## src/hdl/mal_pkg.sv

```systemverilog
// Shared types and mode codes for the multiply-accumulate-long pipeline.
package mal_pkg;

    localparam logic [2:0] MODE_MUL   = 3'd0;
    localparam logic [2:0] MODE_MLA   = 3'd1;
    localparam logic [2:0] MODE_UMULL = 3'd2;
    localparam logic [2:0] MODE_UMLAL = 3'd3;
    localparam logic [2:0] MODE_SMULL = 3'd4;
    localparam logic [2:0] MODE_SMLAL = 3'd5;

    localparam int WORD_W = 32;
    localparam int LONG_W = 64;

    // per-item control that rides along the pipe
    typedef struct packed {
        logic op_valid;   // defined mode
        logic long_op;    // 64-bit result forms
        logic flag_update;
    } ctrl_t;

    // product stage to adder stage
    typedef struct packed {
        ctrl_t             ctrl;
        logic [LONG_W-1:0] prod;     // unsigned 32x32 product
        logic [LONG_W-1:0] acc_adj;  // accumulator minus signed correction
    } prod_t;

    // adder stage to output stage
    typedef struct packed {
        ctrl_t             ctrl;
        logic [LONG_W-1:0] sum;
    } sum_t;

endpackage

```

## src/hdl/multiply_accumulate_long.sv

```systemverilog
// Top level of the pipelined 32x32 multiply / multiply-accumulate-long unit.
//
//  channel  dir  tdata                                   tuser
//  s_       in   128b: multiplicand, multiplier,         4b: mode, flag_update
//                      accum_low, accum_high
//  m_       out  72b:  result_low, result_high,          2b: high_valid, flags_write
//                      flag_negative, flag_zero, 6b zero
//
// Four register stages: operand decode, 32x32 unsigned multiply (signed
// correction folded into the accumulator), 64-bit accumulate add, flags/output.
// One item per cycle is sustained while the output is not stalled.
// aresetn is synchronous, active low, and clears all stage valid bits.
// The whole pipe advances when the output register is empty or being taken, so
// a stall freezes every stage in place; s_tready follows the same condition.
module multiply_accumulate_long
    import mal_pkg::*;
(
    input  logic         aclk,
    input  logic         aresetn,
    input  logic         s_tvalid,
    output logic         s_tready,
    input  logic [127:0] s_tdata,   // multiplicand, multiplier, accum_low, accum_high
    input  logic [3:0]   s_tuser,   // mode[2:0], flag_update
    output logic         m_tvalid,
    input  logic         m_tready,
    output logic [71:0]  m_tdata,   // result_low, result_high, flag_negative, flag_zero, pad
    output logic [1:0]   m_tuser    // high_valid, flags_write
);

    logic              adv;
    logic              p_valid, a_valid;
    prod_t             p_data;
    sum_t              a_data;
    logic [WORD_W-1:0] result_low, result_high;
    logic              high_valid, flags_write, flag_negative, flag_zero;

    // global pipe enable: room in the output register
    assign adv      = !m_tvalid || m_tready;
    assign s_tready = adv;

    mal_mult u_mult (
        .aclk         (aclk),
        .aresetn      (aresetn),
        .adv          (adv),
        .in_valid     (s_tvalid),
        .mode         (s_tuser[2:0]),
        .flag_update  (s_tuser[3]),
        .multiplicand (s_tdata[31:0]),
        .multiplier   (s_tdata[63:32]),
        .accum_low    (s_tdata[95:64]),
        .accum_high   (s_tdata[127:96]),
        .out_valid    (p_valid),
        .out_data     (p_data)
    );

    mal_add u_add (
        .aclk      (aclk),
        .aresetn   (aresetn),
        .adv       (adv),
        .in_valid  (p_valid),
        .in_data   (p_data),
        .out_valid (a_valid),
        .out_data  (a_data)
    );

    mal_out u_out (
        .aclk          (aclk),
        .aresetn       (aresetn),
        .adv           (adv),
        .in_valid      (a_valid),
        .in_data       (a_data),
        .out_valid     (m_tvalid),
        .result_low    (result_low),
        .result_high   (result_high),
        .high_valid    (high_valid),
        .flags_write   (flags_write),
        .flag_negative (flag_negative),
        .flag_zero     (flag_zero)
    );

    assign m_tdata = {6'b0, flag_zero, flag_negative, result_high, result_low};
    assign m_tuser = {flags_write, high_valid};

`ifndef SYNTHESIS
    // short forms and undefined modes never drive the high word
    assert property (@(posedge aclk) disable iff (!aresetn)
        m_tvalid && !m_tuser[0] |-> m_tdata[63:32] == 32'd0)
        else $error("high word nonzero without high_valid");

    // flags stay clear unless a flag update is requested
    assert property (@(posedge aclk) disable iff (!aresetn)
        m_tvalid && !m_tuser[1] |-> m_tdata[65:64] == 2'b00)
        else $error("flags set without flags_write");

    // a zero result cannot be negative
    assert property (@(posedge aclk) disable iff (!aresetn)
        m_tvalid && m_tdata[65] |-> !m_tdata[64])
        else $error("zero and negative flags both set");

    // short-form Z agrees with the low word
    assert property (@(posedge aclk) disable iff (!aresetn)
        m_tvalid && m_tdata[65] && !m_tuser[0] |-> m_tdata[31:0] == 32'd0)
        else $error("zero flag with nonzero short result");

    // reset empties the pipe
    assert property (@(posedge aclk) !aresetn |=> !m_tvalid)
        else $error("output valid right after reset");
`endif

endmodule

```

## src/hdl/mal_mult.sv

```systemverilog
// Decode/operand register stage and unsigned multiply stage.
module mal_mult
    import mal_pkg::*;
(
    input  logic              aclk,
    input  logic              aresetn,
    input  logic              adv,
    input  logic              in_valid,
    input  logic [2:0]        mode,
    input  logic              flag_update,
    input  logic [WORD_W-1:0] multiplicand,
    input  logic [WORD_W-1:0] multiplier,
    input  logic [WORD_W-1:0] accum_low,
    input  logic [WORD_W-1:0] accum_high,
    output logic              out_valid,
    output prod_t             out_data
);

    logic              s1_valid_reg;
    ctrl_t             s1_ctrl_reg;
    logic              s1_signed_reg;
    logic [WORD_W-1:0] s1_a_reg;
    logic [WORD_W-1:0] s1_b_reg;
    logic [LONG_W-1:0] s1_acc_reg;

    ctrl_t             s1_ctrl_next;
    logic              s1_signed_next;
    logic [LONG_W-1:0] s1_acc_next;

    logic              s2_valid_reg;
    prod_t             s2_data_reg;
    prod_t             s2_data_next;
    logic [WORD_W-1:0] corr;

    always_comb begin
        s1_ctrl_next   = '0;
        s1_signed_next = 1'b0;
        s1_acc_next    = '0;
        s1_ctrl_next.flag_update = flag_update;
        case (mode)
            MODE_MUL: begin
                s1_ctrl_next.op_valid = 1'b1;
            end
            MODE_MLA: begin
                s1_ctrl_next.op_valid = 1'b1;
                s1_acc_next = {{WORD_W{1'b0}}, accum_low};
            end
            MODE_UMULL: begin
                s1_ctrl_next.op_valid = 1'b1;
                s1_ctrl_next.long_op  = 1'b1;
            end
            MODE_UMLAL: begin
                s1_ctrl_next.op_valid = 1'b1;
                s1_ctrl_next.long_op  = 1'b1;
                s1_acc_next = {accum_high, accum_low};
            end
            MODE_SMULL: begin
                s1_ctrl_next.op_valid = 1'b1;
                s1_ctrl_next.long_op  = 1'b1;
                s1_signed_next = 1'b1;
            end
            MODE_SMLAL: begin
                s1_ctrl_next.op_valid = 1'b1;
                s1_ctrl_next.long_op  = 1'b1;
                s1_signed_next = 1'b1;
                s1_acc_next = {accum_high, accum_low};
            end
            default: begin
                s1_ctrl_next = '0;
            end
        endcase
    end

    // signed product = unsigned product - 2^32 * (a31 ? b : 0) - 2^32 * (b31 ? a : 0)
    always_comb begin
        corr = '0;
        if (s1_signed_reg) begin
            corr = (s1_a_reg[WORD_W-1] ? s1_b_reg : '0)
                 + (s1_b_reg[WORD_W-1] ? s1_a_reg : '0);
        end
        s2_data_next.ctrl    = s1_ctrl_reg;
        s2_data_next.prod    = {{WORD_W{1'b0}}, s1_a_reg} * {{WORD_W{1'b0}}, s1_b_reg};
        s2_data_next.acc_adj = s1_acc_reg - {corr, {WORD_W{1'b0}}};
    end

    always_ff @(posedge aclk) begin
        if (!aresetn) begin
            s1_valid_reg <= 1'b0;
            s2_valid_reg <= 1'b0;
        end else if (adv) begin
            s1_valid_reg <= in_valid;
            s2_valid_reg <= s1_valid_reg;
        end
        if (adv) begin
            s1_ctrl_reg   <= s1_ctrl_next;
            s1_signed_reg <= s1_signed_next;
            s1_a_reg      <= multiplicand;
            s1_b_reg      <= multiplier;
            s1_acc_reg    <= s1_acc_next;
            s2_data_reg   <= s2_data_next;
        end
    end

    assign out_valid = s2_valid_reg;
    assign out_data  = s2_data_reg;

endmodule

```

## src/hdl/mal_add.sv

```systemverilog
// Accumulate stage: adds the adjusted accumulator to the product.
module mal_add
    import mal_pkg::*;
(
    input  logic  aclk,
    input  logic  aresetn,
    input  logic  adv,
    input  logic  in_valid,
    input  prod_t in_data,
    output logic  out_valid,
    output sum_t  out_data
);

    logic valid_reg;
    sum_t data_reg;
    sum_t data_next;

    always_comb begin
        data_next.ctrl = in_data.ctrl;
        data_next.sum  = in_data.prod + in_data.acc_adj;
    end

    always_ff @(posedge aclk) begin
        if (!aresetn) begin
            valid_reg <= 1'b0;
        end else if (adv) begin
            valid_reg <= in_valid;
        end
        if (adv) begin
            data_reg <= data_next;
        end
    end

    assign out_valid = valid_reg;
    assign out_data  = data_reg;

endmodule

```

## src/hdl/mal_out.sv

```systemverilog
// Output stage: result formatting, N/Z flags and output register.
module mal_out
    import mal_pkg::*;
(
    input  logic              aclk,
    input  logic              aresetn,
    input  logic              adv,
    input  logic              in_valid,
    input  sum_t              in_data,
    output logic              out_valid,
    output logic [WORD_W-1:0] result_low,
    output logic [WORD_W-1:0] result_high,
    output logic              high_valid,
    output logic              flags_write,
    output logic              flag_negative,
    output logic              flag_zero
);

    logic              valid_reg;
    logic [WORD_W-1:0] lo_reg, hi_reg, lo_next, hi_next;
    logic              hv_reg, fw_reg, fn_reg, fz_reg;
    logic              hv_next, fw_next, fn_next, fz_next;
    logic              zero_lo, zero_hi;

    always_comb begin
        zero_lo = (in_data.sum[WORD_W-1:0] == '0);
        zero_hi = (in_data.sum[LONG_W-1:WORD_W] == '0);
        lo_next = '0;
        hi_next = '0;
        hv_next = 1'b0;
        fw_next = 1'b0;
        fn_next = 1'b0;
        fz_next = 1'b0;
        if (in_data.ctrl.op_valid) begin
            lo_next = in_data.sum[WORD_W-1:0];
            fw_next = in_data.ctrl.flag_update;
            if (in_data.ctrl.long_op) begin
                hi_next = in_data.sum[LONG_W-1:WORD_W];
                hv_next = 1'b1;
                fn_next = in_data.ctrl.flag_update & in_data.sum[LONG_W-1];
                fz_next = in_data.ctrl.flag_update & zero_lo & zero_hi;
            end else begin
                fn_next = in_data.ctrl.flag_update & in_data.sum[WORD_W-1];
                fz_next = in_data.ctrl.flag_update & zero_lo;
            end
        end
    end

    always_ff @(posedge aclk) begin
        if (!aresetn) begin
            valid_reg <= 1'b0;
        end else if (adv) begin
            valid_reg <= in_valid;
        end
        if (adv) begin
            lo_reg <= lo_next;
            hi_reg <= hi_next;
            hv_reg <= hv_next;
            fw_reg <= fw_next;
            fn_reg <= fn_next;
            fz_reg <= fz_next;
        end
    end

    assign out_valid     = valid_reg;
    assign result_low    = lo_reg;
    assign result_high   = hi_reg;
    assign high_valid    = hv_reg;
    assign flags_write   = fw_reg;
    assign flag_negative = fn_reg;
    assign flag_zero     = fz_reg;

endmodule

```

## config.mk

```make
export PLATFORM = sky130hd
export DESIGN_NAME = multiply_accumulate_long
export DESIGN_NICKNAME = d
export VERILOG_FILES = /design/src/hdl/mal_pkg.sv /design/src/hdl/multiply_accumulate_long.sv /design/src/hdl/mal_mult.sv /design/src/hdl/mal_add.sv /design/src/hdl/mal_out.sv
export SDC_FILE = /design/constraint.sdc
export NUM_CORES = 2
export LEC_CHECK = 0
export BUFFER_PORTS_ARGS = -buffer_cell sky130_fd_sc_hd__buf_2
export CORE_MARGIN = 2
export CORE_UTILIZATION = 25
export CTS_BUF_LIST = sky130_fd_sc_hd__clkbuf_16
export DETAILED_ROUTE_END_ITERATION = 8
export HOLD_SLACK_MARGIN = 0.1
export PLACE_DENSITY_LB_ADDON = 0.12
export REMOVE_ABC_BUFFERS = 1
export SYNTH_ARGS = -nofsm -noshare
export SYNTH_HDL_FRONTEND = slang
export SYNTH_SLANG_ARGS = --single-unit
```

## constraint.sdc

```tcl
create_clock -name aclk -period 13.16 [get_ports aclk]
set_input_delay 0.658 -clock aclk [delete_from_list [all_inputs] [get_ports aclk]]
set_output_delay 0.658 -clock aclk [all_outputs]
set_load 0.02 [all_outputs]
```

==> results.sh <==
export IMPL_die_w_um=468
export IMPL_hold_path_endpoint="u_mult.s1_a_reg[23]"
export IMPL_cts_num_sinks=402
export IMPL_cts_htree_levels=2
export IMPL_critPathMostFrequentCell="fa_1"
export IMPL_antenna_found_initial=15
export IMPL_gp_congestion=0.819
export IMPL_synth_distinct_cells=90
export IMPL_hold_depth=1
export IMPL_die_h_um=468
export IMPL_synth_simple_area_share=0.161
export IMPL_tightest_slew_ns=1.01
export IMPL_worstSkewPairLatency_ns=0.71
export IMPL_setup_violations=0
export IMPL_grt_start_max_net_pins=155
export IMPL_core_area_um2=214000
export IMPL_min_path_type="primary input to flop"
export IMPL_io_buffers=205
export IMPL_synth_edf_count=398
export IMPL_hp_start="s_tdata[23]"
export IMPL_synth_xor_area_frac=0.0287
export IMPL_drive_above_1_share=0.0725
export IMPL_hold_violations=0
export IMPL_r2r_slack_ns=4.59
export IMPL_outcome="completed"
export IMPL_max_slew_margin=0.329
export IMPL_max_freq_mhz=117
export IMPL_worstPathRequired_ns=13.64
export IMPL_r2r_cells=25
export IMPL_grt_usage=0.161
export IMPL_synthCells=5324
export IMPL_clock_skew_ns=0.0519
export IMPL_crit_slowest_cell="fa_1"
export IMPL_synth_ff_type="edfxtp_1"
export IMPL_r2r_end="u_mult.out_data[125]"
export IMPL_drtIter0Drc=1959
export IMPL_cts_root_buffer="clkbuf_16"
export IMPL_drt_total_wl_mm=175
export IMPL_ys_warn_count=0
export IMPL_vias_per_cell=4.43
export IMPL_synth_compound_area_share=0.0729
export IMPL_grt_pass1_vias=40400
export IMPL_start_util=0.251
export IMPL_final_nets=6840
export IMPL_hpwl_mm=139
export IMPL_final_core_util=0.281
export IMPL_r2r_start="u_mult.s1_b_reg[2]"
export IMPL_grt_setup_unrepaired="no"
export IMPL_final_cell_mix="945 x inv_1, 899 x fa_1, 686 x and2_1"
export IMPL_area_growth_pct=11.7
export IMPL_grt_first_pass_wirelength_mm=265
export IMPL_min_period_over_period=0.651
export IMPL_rows=170
export IMPL_synth_seq_cells=402
export IMPL_design_die_area_um2=219000
export IMPL_vias=36800
export IMPL_cts_setup_buffers=0
export IMPL_fillers=22600
export IMPL_endpoint_kind="flop"
export IMPL_cts_buffer_depth=3
export IMPL_maxSlewViolCount=0
export IMPL_path_max_fanout=32
export IMPL_synth_top_area_frac=0.335
export IMPL_grt_overflow=0
export IMPL_slowest_delay_ns=0.55
export IMPL_async_flop_share=0
export IMPL_synth_top_family_by_area="adder cells"
export IMPL_regArea_um2=12000
export IMPL_synth_fa_ha_area_frac=0.425
export IMPL_crit_path_start_kind="flop"
export IMPL_ioPinCount=212
export IMPL_syn_avg_cell_area_um2=10.1
export IMPL_synthTopCellsByArea="fa_1 33%, edfxtp_1 22%, ha_1 9.0%"
export IMPL_synth_top_area_cell="fa_1"
export IMPL_yosysSeqAreaShare=0.224
export IMPL_final_common_cell="inv_1"
export IMPL_maxCapViolCount=0
export IMPL_largest_reg_flops=131
export IMPL_cts_made_buffers=54
export IMPL_multi_input_area_um2=37100
export IMPL_crit_arrival_ns=9.05
export IMPL_fin_crit_ns=8.57
export IMPL_crit_type="flop to flop"
export IMPL_ant_nets=0
export IMPL_clk_pin_slew_ns=0.07
export IMPL_post_drt_wl_per_cell_um=21.1
export IMPL_drc=0
export IMPL_synth_area_um2=53800
export IMPL_synth_mux_area_frac=0.00151
export IMPL_tns_ns=0
export IMPL_dr_pass1_iters=7
export IMPL_cts_tree="built"
==> cell families (layout without fill, tap and decap cells) <==
logic type	Yosys count	after routing
and+or+nand+nor	1637	1637
buffers and inverters	1227	1358
AOI/OAI and AO/OA	587	587
other	1	11
adders and majority gates	1286	1286
DFF	402	402
xor gates and xnor gates	176	176
muxes	8	8
==> worst max path at each step <==
| stage | from | end | slack [ns] | cells after the start |
|---|---|---|---|---|
| finish | u_mult.s1_b_reg[2] | u_mult.out_data[125] | 4.59 | 25 |
| global route | u_mult.s1_b_reg[2] | u_mult.out_data[125] | 4.05 | 25 |
| CTS | u_mult.s1_b_reg[2] | u_mult.out_data[125] | 4.42 | 25 |
| detailed placement | u_mult.s1_a_reg[16] | u_mult.out_data[125] | 4.43 | 25 |
| global placement | u_mult.s1_a_reg[16] | u_mult.out_data[125] | 4.50 | 25 |
| floorplan | m_tready | u_out.out_valid | 1.37 | 2 |
==> cell type report <==
| type | instances | share of cell area |
|---|---|---|
| diodes | 5 | 0.000208 |
| clock buffers | 54 | 0.0225 |
| well taps | 2838 | 0.0591 |
| inverters | 940 | 0.0587 |
| clock inverters | 44 | 0.00820 |
| flip-flops and latches | 402 | 0.200 |
| repair buffers | 320 | 0.0336 |
| multi-input cells | 3700 | 0.617 |
==> per-stage QoR <==
step | setup WS (ns) | hold WS (ns) | instance area (µm²) | std cells
floorplan | 1.37 | 0.400 | 52600 | 5042
global placement | 4.50 | 0.400 | 57800 | 8158
detailed placement | 4.43 | 0.405 | 57800 | 8158
CTS | 4.42 | 0.101 | 60100 | 8298
global route | 4.05 | 0.138 | 60100 | 8301
finish | 4.59 | 0.176 | 60100 | 8303
==> Yosys cell counts (all sizes together), types with 12 or more instances <==
master and number:
o21a 27, nor2 94, nand2b 19, nor2b 34
o21bai 27, buf 32, a31oi 18, xnor2 110
and2 687, ha 387, nand3 45, and3 118
xor2 66, nor4 24, inv 940, clkbuf 255
a21o 112, a21boi 12, a21oi 182, fa 899
nor3 20, nand4 41, o21ai 106, edfxtp 398
nand2 525
==> metal layers <==
metal	vias up	GRT usage	wire, µm
li1	17000	-	-
met3	158	0.0159	5430
met4	4	0.0395	4300
met1	19000	0.230	84500
met2	615	0.262	80600
met5	-	0	27
==> worst max-delay path, delay by kind of cell, from the launching register on <==
kind	cells	cell delay, ns
and+or+nand+nor	6	1.19
buffers and inverters	5	0.46
xor gates and xnor gates	1	0.34
DFF	1	0.36
AOI/OAI and AO/OA	4	1.41
adders and majority gates	9	4.57
==> repair_timing <==
item / 4_1_cts / 5_1_grt
gates resized for setup: 0 / 0
hold buffers: 42 / 0
endpoints found under the hold margin: 42 / 0
Power is left out: the tool's default activity adds up to more than one toggle a clock period on the data nets, which glitch-free logic cannot reach.
